--- src/design/wfrm_pkg.sv ---
package wfrm_pkg;

    // Window depth and field widths
    localparam int HISTORY_DEPTH = 16;
    localparam int IN_W          = 32;
    localparam int DT_W          = 31;
    localparam int RATE_W        = 14;
    localparam int TOTAL_W       = 63;
    localparam int GRADE_W       = 2;
    localparam int CFG_W         = 14;
    localparam int CFG_ADDR_W    = 1;

    // Derived storage widths
    localparam int SLOT_W        = (HISTORY_DEPTH > 1) ? $clog2(HISTORY_DEPTH) : 1;
    localparam int FILL_W        = $clog2(HISTORY_DEPTH + 1);
    localparam int SUM_W         = DT_W + $clog2(HISTORY_DEPTH);
    localparam int MS_PER_SECOND = 1000;
    localparam int NUM_W         = $clog2(MS_PER_SECOND * HISTORY_DEPTH + 1);
    localparam int QUO_W         = (NUM_W > RATE_W) ? NUM_W : RATE_W;
    localparam int CNT_W         = $clog2(SUM_W);
    localparam int RATE_MAX      = (1 << RATE_W) - 1;

    // Output word layout, lowest bit first
    localparam int RATE_LSB      = 0;
    localparam int DT_LSB        = RATE_LSB + RATE_W;
    localparam int TOTAL_LSB     = DT_LSB + DT_W;
    localparam int GRADE_LSB     = TOTAL_LSB + TOTAL_W;
    localparam int OUT_W         = GRADE_LSB + GRADE_W;
    localparam int OUT_TDATA_W   = ((OUT_W + 7) / 8) * 8;

    localparam logic [TOTAL_W-1:0] TOTAL_MAX = '1;

    // Register indexes
    localparam logic [CFG_ADDR_W-1:0] REG_BAD_RATE  = 1'b0;
    localparam logic [CFG_ADDR_W-1:0] REG_WARN_RATE = 1'b1;

    localparam logic [CFG_W-1:0] BAD_RATE_RESET  = 14'd30;
    localparam logic [CFG_W-1:0] WARN_RATE_RESET = 14'd55;

    typedef enum logic [GRADE_W-1:0] {
        GRADE_GOOD = 2'd0,
        GRADE_WARN = 2'd1,
        GRADE_BAD  = 2'd2
    } grade_t;

endpackage

--- src/design/windowed_frame_rate_meter.sv ---
// Channel | Dir | Handshake         | Payload (lowest bit first)
// s_*     | in  | s_tvalid/s_tready | s_tdata: dt_ms[31:0], signed
// m_*     | out | m_tvalid/m_tready | m_tdata: rate_fps, latest_dt_ms, total_frame_count, rate_grade
// cfg_*   | in  | cfg_we            | cfg_addr: register index, cfg_data[13:0]
//
// Each word passes through these steps before the next word is accepted:
// a bit-serial window sum update, a restoring division (one quotient bit per cycle),
// loading the output register, and taking a word.
// Reset clears the window state at once; a ring slot is read back only once the window is full.
// A result waits in the output register while the next word is processed; the block
// stalls only at the final step while that result is still unread.
module windowed_frame_rate_meter
(
    input  logic                                  clk,
    input  logic                                  rst_n,
    // dt_ms[31:0]
    input  logic                                  s_tvalid,
    output logic                                  s_tready,
    input  logic [wfrm_pkg::IN_W-1:0]             s_tdata,
    // rate_fps, latest_dt_ms, total_frame_count, rate_grade, zero pad
    output logic                                  m_tvalid,
    input  logic                                  m_tready,
    output logic [wfrm_pkg::OUT_TDATA_W-1:0]      m_tdata,
    input  logic                                  cfg_we,
    input  logic [wfrm_pkg::CFG_ADDR_W-1:0]       cfg_addr,
    input  logic [wfrm_pkg::CFG_W-1:0]            cfg_data
);

    typedef enum logic [1:0] {
        ST_IDLE,
        ST_SUM,
        ST_DIV,
        ST_FIN
    } state_t;

    // Control state
    state_t                              state_reg,    state_next;
    logic [wfrm_pkg::CNT_W-1:0]          cnt_reg,      cnt_next;
    logic [wfrm_pkg::SLOT_W-1:0]         slot_reg,     slot_next;
    logic [wfrm_pkg::FILL_W-1:0]         fill_reg,     fill_next;
    logic [wfrm_pkg::TOTAL_W-1:0]        life_reg,     life_next;
    logic [wfrm_pkg::SUM_W-1:0]          sum_reg,      sum_next;
    logic [wfrm_pkg::CFG_W-1:0]          bad_reg,      bad_next;
    logic [wfrm_pkg::CFG_W-1:0]          warn_reg,     warn_next;
    logic                                m_tvalid_reg, m_tvalid_next;
    logic [wfrm_pkg::OUT_TDATA_W-1:0]    m_tdata_reg,  m_tdata_next;

    // Datapath payload
    logic [wfrm_pkg::DT_W-1:0]           ring_mem [wfrm_pkg::HISTORY_DEPTH];
    logic [wfrm_pkg::DT_W-1:0]           dt_reg,       dt_next;
    logic [wfrm_pkg::SUM_W-1:0]          add_sh_reg,   add_sh_next;
    logic [wfrm_pkg::SUM_W-1:0]          sub_sh_reg,   sub_sh_next;
    logic                                carry_reg,    carry_next;
    logic                                borrow_reg,   borrow_next;
    logic [wfrm_pkg::SUM_W-1:0]          rem_reg,      rem_next;
    logic [wfrm_pkg::NUM_W-1:0]          quo_reg,      quo_next;

    logic                                s_acc;
    logic                                out_free;
    logic [wfrm_pkg::DT_W-1:0]           dt_in;
    logic [wfrm_pkg::DT_W-1:0]           dt_old;
    logic                                bit_s, bit_d, bit_o, bit_a, bit_r;
    logic [wfrm_pkg::SUM_W:0]            trial;
    logic                                q_bit;
    logic [wfrm_pkg::QUO_W-1:0]          quo_wide;
    logic [wfrm_pkg::RATE_W-1:0]         rate;
    wfrm_pkg::grade_t                    grade;
    logic [wfrm_pkg::FILL_W-1:0]         fill_inc;

    assign s_tready = (state_reg == ST_IDLE);
    assign s_acc    = s_tvalid & s_tready;
    assign out_free = ~m_tvalid_reg | m_tready;
    assign m_tvalid = m_tvalid_reg;
    assign m_tdata  = m_tdata_reg;

    // Clamp negatives to zero
    assign dt_in  = s_tdata[wfrm_pkg::IN_W-1] ? '0 : s_tdata[wfrm_pkg::DT_W-1:0];

    // The slot about to be overwritten only holds data once the window is full
    assign dt_old = (fill_reg == wfrm_pkg::FILL_W'(wfrm_pkg::HISTORY_DEPTH)) ?
                    ring_mem[slot_reg] : '0;

    assign fill_inc = (fill_reg == wfrm_pkg::FILL_W'(wfrm_pkg::HISTORY_DEPTH)) ?
                      fill_reg : fill_reg + wfrm_pkg::FILL_W'(1);

    // Serial update: sum + new - old, one bit per cycle, LSB first
    assign bit_s = sum_reg[0];
    assign bit_d = add_sh_reg[0];
    assign bit_o = sub_sh_reg[0];
    assign bit_a = bit_s ^ bit_d ^ carry_reg;
    assign bit_r = bit_a ^ bit_o ^ borrow_reg;

    // Restoring division step: shift in the next numerator bit, try subtract
    assign trial = {rem_reg, quo_reg[wfrm_pkg::NUM_W-1]} - {1'b0, sum_reg};
    assign q_bit = ~trial[wfrm_pkg::SUM_W];

    // Saturate the quotient, zero for an empty sum
    assign quo_wide = wfrm_pkg::QUO_W'(quo_reg);
    always_comb
    begin
        if (sum_reg == '0)
        begin
            rate = '0;
        end
        else if (quo_wide > wfrm_pkg::QUO_W'(wfrm_pkg::RATE_MAX))
        begin
            rate = wfrm_pkg::RATE_W'(wfrm_pkg::RATE_MAX);
        end
        else
        begin
            rate = wfrm_pkg::RATE_W'(quo_wide);
        end
    end

    // Bad is checked before warning
    always_comb
    begin
        if (rate < bad_reg)
        begin
            grade = wfrm_pkg::GRADE_BAD;
        end
        else if (rate < warn_reg)
        begin
            grade = wfrm_pkg::GRADE_WARN;
        end
        else
        begin
            grade = wfrm_pkg::GRADE_GOOD;
        end
    end

    // Next-state logic
    always_comb
    begin
        state_next    = state_reg;
        cnt_next      = cnt_reg;
        slot_next     = slot_reg;
        fill_next     = fill_reg;
        life_next     = life_reg;
        sum_next      = sum_reg;
        bad_next      = bad_reg;
        warn_next     = warn_reg;
        m_tvalid_next = m_tvalid_reg & ~m_tready;
        m_tdata_next  = m_tdata_reg;
        dt_next       = dt_reg;
        add_sh_next   = add_sh_reg;
        sub_sh_next   = sub_sh_reg;
        carry_next    = carry_reg;
        borrow_next   = borrow_reg;
        rem_next      = rem_reg;
        quo_next      = quo_reg;

        if (cfg_we)
        begin
            unique case (cfg_addr)
                wfrm_pkg::REG_BAD_RATE:  bad_next  = cfg_data;
                wfrm_pkg::REG_WARN_RATE: warn_next = cfg_data;
                default:                 ;
            endcase
        end

        unique case (state_reg)
            ST_IDLE:
            begin
                if (s_acc)
                begin
                    // Record the word, advance slot, fill and lifetime count
                    dt_next     = dt_in;
                    add_sh_next = wfrm_pkg::SUM_W'(dt_in);
                    sub_sh_next = wfrm_pkg::SUM_W'(dt_old);
                    carry_next  = 1'b0;
                    borrow_next = 1'b0;
                    rem_next    = '0;
                    fill_next   = fill_inc;
                    quo_next    = wfrm_pkg::NUM_W'(wfrm_pkg::MS_PER_SECOND * fill_inc);
                    slot_next   = (slot_reg == wfrm_pkg::SLOT_W'(wfrm_pkg::HISTORY_DEPTH - 1)) ?
                                  '0 : slot_reg + wfrm_pkg::SLOT_W'(1);
                    life_next   = (life_reg == wfrm_pkg::TOTAL_MAX) ?
                                  life_reg : life_reg + wfrm_pkg::TOTAL_W'(1);
                    cnt_next    = wfrm_pkg::CNT_W'(wfrm_pkg::SUM_W - 1);
                    state_next  = ST_SUM;
                end
            end
            ST_SUM:
            begin
                sum_next    = {bit_r, sum_reg[wfrm_pkg::SUM_W-1:1]};
                add_sh_next = {1'b0, add_sh_reg[wfrm_pkg::SUM_W-1:1]};
                sub_sh_next = {1'b0, sub_sh_reg[wfrm_pkg::SUM_W-1:1]};
                carry_next  = (bit_s & bit_d) | (carry_reg & (bit_s ^ bit_d));
                borrow_next = (~bit_a & (bit_o | borrow_reg)) | (bit_o & borrow_reg);
                if (cnt_reg == '0)
                begin
                    cnt_next   = wfrm_pkg::CNT_W'(wfrm_pkg::NUM_W - 1);
                    state_next = ST_DIV;
                end
                else
                begin
                    cnt_next = cnt_reg - wfrm_pkg::CNT_W'(1);
                end
            end
            ST_DIV:
            begin
                rem_next = q_bit ? trial[wfrm_pkg::SUM_W-1:0] :
                           {rem_reg[wfrm_pkg::SUM_W-2:0], quo_reg[wfrm_pkg::NUM_W-1]};
                quo_next = {quo_reg[wfrm_pkg::NUM_W-2:0], q_bit};
                if (cnt_reg == '0)
                begin
                    state_next = ST_FIN;
                end
                else
                begin
                    cnt_next = cnt_reg - wfrm_pkg::CNT_W'(1);
                end
            end
            ST_FIN:
            begin
                // Hold until the output register is free
                if (out_free)
                begin
                    m_tvalid_next = 1'b1;
                    m_tdata_next  = wfrm_pkg::OUT_TDATA_W'({grade, life_reg, dt_reg, rate});
                    state_next    = ST_IDLE;
                end
            end
            default:
            begin
                state_next = ST_IDLE;
            end
        endcase
    end

    // Control state and registered outputs
    always_ff @(posedge clk or negedge rst_n)
    begin
        if (!rst_n)
        begin
            state_reg    <= ST_IDLE;
            cnt_reg      <= '0;
            slot_reg     <= '0;
            fill_reg     <= '0;
            life_reg     <= '0;
            sum_reg      <= '0;
            bad_reg      <= wfrm_pkg::BAD_RATE_RESET;
            warn_reg     <= wfrm_pkg::WARN_RATE_RESET;
            m_tvalid_reg <= 1'b0;
            m_tdata_reg  <= '0;
        end
        else
        begin
            state_reg    <= state_next;
            cnt_reg      <= cnt_next;
            slot_reg     <= slot_next;
            fill_reg     <= fill_next;
            life_reg     <= life_next;
            sum_reg      <= sum_next;
            bad_reg      <= bad_next;
            warn_reg     <= warn_next;
            m_tvalid_reg <= m_tvalid_next;
            m_tdata_reg  <= m_tdata_next;
        end
    end

    // Datapath shift registers
    always_ff @(posedge clk)
    begin
        dt_reg     <= dt_next;
        add_sh_reg <= add_sh_next;
        sub_sh_reg <= sub_sh_next;
        carry_reg  <= carry_next;
        borrow_reg <= borrow_next;
        rem_reg    <= rem_next;
        quo_reg    <= quo_next;
    end

    // Duration ring
    always_ff @(posedge clk)
    begin
        if (s_acc)
        begin
            ring_mem[slot_reg] <= dt_in;
        end
    end

endmodule

--- config.mk ---
export PLATFORM = sky130hd
export DESIGN_NAME = windowed_frame_rate_meter
export DESIGN_NICKNAME = d
export VERILOG_FILES = /design/src/design/wfrm_pkg.sv /design/src/design/windowed_frame_rate_meter.sv
export SDC_FILE = /design/constraint.sdc
export NUM_CORES = 1
export LEC_CHECK = 0
export BUFFER_PORTS_ARGS = -buffer_cell sky130_fd_sc_hd__buf_2
export CORE_AREA = 2 2 296 298
export DETAILED_ROUTE_END_ITERATION = 12
export DIE_AREA = 0 0 298 300
export GPL_TIMING_DRIVEN = 0
export MAX_ROUTING_LAYER = met4
export PLACE_DENSITY_LB_ADDON = 0.25
export SETUP_SLACK_MARGIN = 0.15
export SYNTH_ARGS = -nofsm -noshare
export SYNTH_HDL_FRONTEND = slang
export SYNTH_SLANG_ARGS = --single-unit
--- constraint.sdc ---
create_clock -name clk -period 19.1 [get_ports clk]
set_clock_uncertainty 0.1 [all_clocks]
set_input_delay 0.955 -clock clk [delete_from_list [all_inputs] [get_ports clk]]
set_output_delay 0.955 -clock clk [all_outputs]
set_load 0.005 [all_outputs]
## Yosys cells after proc, flatten, opt, wreduce, memory -nomap -nowiden

Memories as Yosys holds them, arrays and structs flattened.
Index checks and enable logic that the tools add are counted.

- Word-level logic and storage cells: 106
- Memories kept: 1
- Bits in writable memories: 496
- Bits in registers: 406
- Input port bits: 52
- Output and inout bits: 114

- Multiplexer cells: 33
- Bitwise operators: 20
- Add/sub/neg operators: 5
- Reduce and logical (&&, ||, !) cells: 15
- Multiply operators: 1
- Order comparisons: 3
- Equality and inequality tests: 11

Memory list:

| name | depth | width | rd ports | clocked after Yosys merged registers in | wr ports | line | source |
|---|---|---|---|---|---|---|---|
| ring_mem | 16 | 31 | 1 | 0 | 1 | windowed_frame_rate_meter.sv:49 | `logic [wfrm_pkg::DT_W-1:0] ring_mem [wfrm_pkg::HISTORY_DEPTH];` |

Operators by type and width:

| kind | number |
|---|---|
| $pmux W35 S2 | 3 |
| $mux W35 | 4 |
| $add A63 B1 Y63 const B | 1 |
| $eq A63 B63 Y1 const B | 1 |
| $mux W31 | 2 |
| $mux W14 | 3 |
| $sub A36 B35 Y36 | 1 |
| $logic_not A35 Y1 | 1 |
| $lt A14 B14 Y1 | 2 |
| $pmux W14 S2 | 1 |
| $mux W6 | 3 |
| $pmux W6 S3 | 1 |
| $gt A14 B14 Y1 const B | 1 |
| $reduce_and A2 Y1 | 6 |
| $mul A7 B5 Y11 const A | 1 |
| $mux W2 | 5 |
| $ne A2 B2 Y1 const B | 4 |
| $pmux W2 S4 | 1 |
| $and A1 B1 Y1 | 6 |
| $logic_not A6 Y1 | 1 |
| $mux W1 | 6 |
| $not A1 Y1 | 6 |
| $reduce_and A3 Y1 | 2 |
| $sub A6 B1 Y6 const B | 1 |
| other kinds (16) | 25 |

## Logic depth before layout (Yosys ltp)

- Word-level depth: 6
- Depth in mapped cells: 20
- Depth with buffers taken out: 20

## Worst setup path before layout

No wires, ideal clock.

- Path type: reg-to-reg
- Start: register state_reg[1]
- End: register add_sh_reg[0] (netlist bit), enable pin
- Arrival: 5,712 ps
- Path buffers: 2
- Cell stages (with the launch flop): 7
- Required time: 18,426 ps
- Clock period less this slack: 6,386 ps
- Slack: 12,714 ps
- Library setup time: 574 ps
- Cell sequence: dfrtp_1 > inv_1 > ha_1 > inv_1 > clkbuf_1 > clkbuf_1 > o21ai_0

- Word-level cells in the longest chain between the ends: 4
- Elaborated cells on any way between the ends: 6
- Classes of those cells: eq/ne: 2; bitwise: 1; reduce/logical: 3

Ends and longest elaborated chain:

| item | line | source |
|---|---|---|
| start, declared | windowed_frame_rate_meter.sv:37 | `state_t state_reg, state_next;` |
| start signal, assigned | windowed_frame_rate_meter.sv:250 | `state_reg <= state_next;` |
| $logic_not A2 Y1 | windowed_frame_rate_meter.sv:70, windowed_frame_rate_meter.sv:162 |  |
| $and A1 B1 Y1 | windowed_frame_rate_meter.sv:71 | `assign s_acc = s_tvalid & s_tready;` |
| $ne A2 B1 Y1 (no line) | - |  |
| $reduce_and A2 Y1 (no line) (*) | - |  |
| end signal, assigned | windowed_frame_rate_meter.sv:267 | `add_sh_reg <= add_sh_next;` |
| end, declared | windowed_frame_rate_meter.sv:51 | `logic [wfrm_pkg::SUM_W-1:0] add_sh_reg, add_sh_next;` |

Mark *: on every way between the ends. The rest lies on a longest branch, timed or not.
A chain may end at the register's enable or synchronous reset.

## Worst setup path in the final report

- Start: register fill_reg[0] (netlist bit)
- End: register quo_reg[13] (netlist bit) (data pin)

- Word-level cells in the longest chain between the ends: 5
- Elaborated cells on any way between the ends: 6
- Classes of those cells: add/sub: 1; mul: 1; eq/ne: 1; mux: 3

Ends and longest elaborated chain:

| item | line | source |
|---|---|---|
| start, declared | windowed_frame_rate_meter.sv:40 | `logic [wfrm_pkg::FILL_W-1:0] fill_reg, fill_next;` |
| start signal, assigned | windowed_frame_rate_meter.sv:253 | `fill_reg <= fill_next;` |
| $add A5 B1 Y5 / $eq A5 B5 Y1 (equally long branches) | windowed_frame_rate_meter.sv:84, windowed_frame_rate_meter.sv:83 |  |
| $mux W5 (*) | windowed_frame_rate_meter.sv:83 | `assign fill_inc = (fill_reg == wfrm_pkg::FILL_W'(wfrm_pkg::HISTORY_DEPTH)) ?` |
| via fill_inc, one bit | windowed_frame_rate_meter.sv:68 | `logic [wfrm_pkg::FILL_W-1:0] fill_inc;` |
| $mul A7 B5 Y11 (*) | windowed_frame_rate_meter.sv:175 | `quo_next = wfrm_pkg::NUM_W'(wfrm_pkg::MS_PER_SECOND * fill_inc);` |
| $mux W14 (*) | windowed_frame_rate_meter.sv:165 | `if (s_acc)` |
| $pmux W14 S2 (*) | windowed_frame_rate_meter.sv:162 | `unique case (state_reg)` |
| via quo_next, one bit | windowed_frame_rate_meter.sv:56 | `logic [wfrm_pkg::NUM_W-1:0] quo_reg, quo_next;` |
| end signal, assigned | windowed_frame_rate_meter.sv:272 | `quo_reg <= quo_next;` |
| end, declared | windowed_frame_rate_meter.sv:56 |  |

Mark *: on every way through the listed nets, which the timed path passes. The rest lies on a longest branch. The select of a mux whose other input is x is not followed.

==> run metrics <==
Fmax=0.182 GHz; flop2flop setup slack=13.61 ns; Vias/cell=5.45; cell area after layout=44700 um^2; TritonCTS clock tree=built; CTS Root Cell=clkbuf_16; drc violations=0; RSZ-0062 raised after global routing=no; routability cong.=0.856; Synth warnings=0; Slowest cell on crit path=nor3_1; post-DP HPWL=59200 um; IO buf count=163; Total Routed Length=87300 um; Final Worst Setup Slack=13.61 ns; Synth top area share=0.500; Post-synth top cells=edfxtp_1 (640), dfrtp_1 (245), nand2_1 (208); 1st-iter DRT viols=1586; Critical R2R Capture=quo_reg[13]$_DFFE_PP_; max reg flops=496; CTS buffer count=94; FF-to-FF path depth=20; Non-Filler Instances=3989; largest area contributor in the synthesized netlist=edfxtp_1; Die W=298 um; largest cells by area after synthesis=edfxtp_1 (50%), dfrtp_1 (16%), mux4_2 (9.1%); met2 wire len=43600 um; io pins=166; Starting Density=0.446; endpoints failing setup=0; Core Region=86200 um^2; max layer used=met4; Post-Place Cells=3812; Synth cell types=71; worst endpoint required time=19.37 ns; Total GRT Usage=0.203; Crit path largest cell delay=0.98 ns; Max-Cap Viols=0; Post-Route M1 WL=37400 um; Max clock buf depth=3; final hold violations=0; Worst-Skew Late Latency=0.64 ns; initial antenna violation count=1; critical-path cell list=inv_1, ha_1, nand2_1, nor3_1, nand2b_1, inv_1, ha_1, ha_1, inv_1, fa_1, inv_1, ha_1, a21o_1, a21oi_1, o21bai_1, a21oi_1, o21bai_1, a21oi_1, xnor2_1, o21ai_0; WP data arrival=5.76 ns; Final Max Slew Viols=0; Async S/R FF share, synth=0.284; Post-synth EDFFs=640; area grow syn2layout=16.2%; worst flop-to-flop path startpoint=fill_reg[0]$_DFFE_PN0P_; number of global-route vias before repair=22655; post-CTS setup buffers=0; pre-CTS WS=13.68 ns; Hold WC Path Type=in -> async; via count=21736; status=finished clean; leak pwr=17.1 nW; Slew headroom=0.0951; met3 WL=4460 um; pin count of the biggest net entering global routing=112; ANT nets after route=0; DP Area=41500 um^2; most frequent cell after synthesis=edfxtp_1; critical path class=reg -> reg; Design Power=7.52 mW; Critical Path Sink=quo_reg[13]$_DFFE_PP_; Pwr Density=168 nW/um^2; wire per inst=21.9 um; highest fanout seen on the critical path=8; n_diodes=0; Post-Syn Area per Cell=15.6 um^2; H-tree depth=3; Seq/Total Area, Yosys=0.665; CP endpoint kind=flip-flop; layout cells sized above 1=0.253; crit start category=flip-flop; setup_tns=0 ns; Syn Std Cell Area=38500 um^2; #FFs+latches synth=894; WHS=0.111 ns; worst slew pin tran=1.35 ns; cell count after synthesis=2459; clk sinks=894; nets=2909; die height=300 um; Post-CTS Hold Buffers=0; first-pass GRT wire length=135000 um; GR Overflow Total=0; peak supply drop=0.201 mV; CTS resizes=0; Row Count=108; crit path from=fill_reg[0]$_DFFE_PN0P_; main flop type after synthesis=edfxtp_1; share of the core filled with cells=0.518; clock transition at the registers of the reported paths=0.06 ns; Fillers=7089; TritonRoute pass-1 iters=5; full die area=89400 um^2; Final Cycle Share=0.287; min cycle time layout=5.49 ns
## layout by cell type, fill, tap and decap left out, drive strengths merged, types with 9 or more instances in the layout
cell    Yosys  final
nand2b     24     24
ha         91     91
clkbuf     77    197
o21ai     107    107
a21oi      55     55
a21o       25     25
a211oi     11     11
dfstp       9      9
and3       21     21
clkinv      1     37
nor3       22     22
nand3      64     64
buf        24    221
edfxtp    640    640
nor2       90     90
nor4       12     12
nand4      25     25
xnor2      71     71
xor2       36     36
mux4      155    155
bufinv      0     14
mux2i      33     33
inv       126    132
fa         13     13
and2       24     24
mux2      150    150
nor2b      40     40
dfrtp     245    245
nand2     208    208
## power by group
part / internal (mW) / switching [mW] / total, mW / leakage [nW]
registers: 2.49 / 0.137 / 2.63 / 9.21
clock network: 1.13 / 0.761 / 1.89 / 1.59
logic: 1.31 / 1.69 / 3.00 / 6.34
## logic make-up (layout without fill, tap and decap cells)
| family | after synthesis | in the layout | share of synthesized area |
|---|---|---|---|
| DFF | 894 | 894 | 0.665 |
| and+or+nand+nor | 548 | 548 | 0.0700 |
| muxes | 338 | 338 | 0.143 |
| AOI/OAI and AO/OA | 239 | 239 | 0.0375 |
| buffers and inverters | 228 | 602 | 0.0232 |
| xor gates and xnor gates | 107 | 107 | 0.0244 |
| adders and majority gates | 104 | 104 | 0.0364 |
| other | 1 | 2 | 0.0000975 |
## routing by layer
metal | global-route usage | up-vias
li1 | - | 9812
met1 | 0.264 | 11180
met2 | 0.336 | 618
met3 | 0.0301 | 126
met4 | 0.0548 | 0
met5 | - | -
## critical path, delay by kind of cell (launching register included)
family	cells	cell delay, ns
xor gates and xnor gates	1	0.17
AOI/OAI and AO/OA	7	1.10
and+or+nand+nor	3	1.39
DFF	1	0.42
buffers and inverters	4	0.43
adders and majority gates	5	1.60
## final cells by class
type,count,area (um^2),area share
inverters,127,477,0.0107
clock buffers,120,2530,0.0567
repair buffers,197,1420,0.0318
clock inverters,57,684,0.0153
well taps,1155,1450,0.0323
flip-flops and latches,894,25600,0.572
plain buffers,101,415,0.00929
multi-input cells,1338,12100,0.271
## worst min-delay path by stage
stage,start,endpoint,slack [ns]
finish,rst_n,life_reg[40]$_DFFE_PN0P_,0.11
CTS,rst_n,life_reg[39]$_DFFE_PN0P_,0.08
global placement,dt_reg[25]$_DFFE_PP_,m_tdata[39]$_DFFE_PN0P_,0.36
global route,rst_n,life_reg[40]$_DFFE_PN0P_,0.11
floorplan,life_reg[20]$_DFFE_PN0P_,life_reg[20]$_DFFE_PN0P_,0.35
detailed placement,dt_reg[27]$_DFFE_PP_,m_tdata[41]$_DFFE_PN0P_,0.36
No activity file was read; power rests on OpenSTA's default activity.
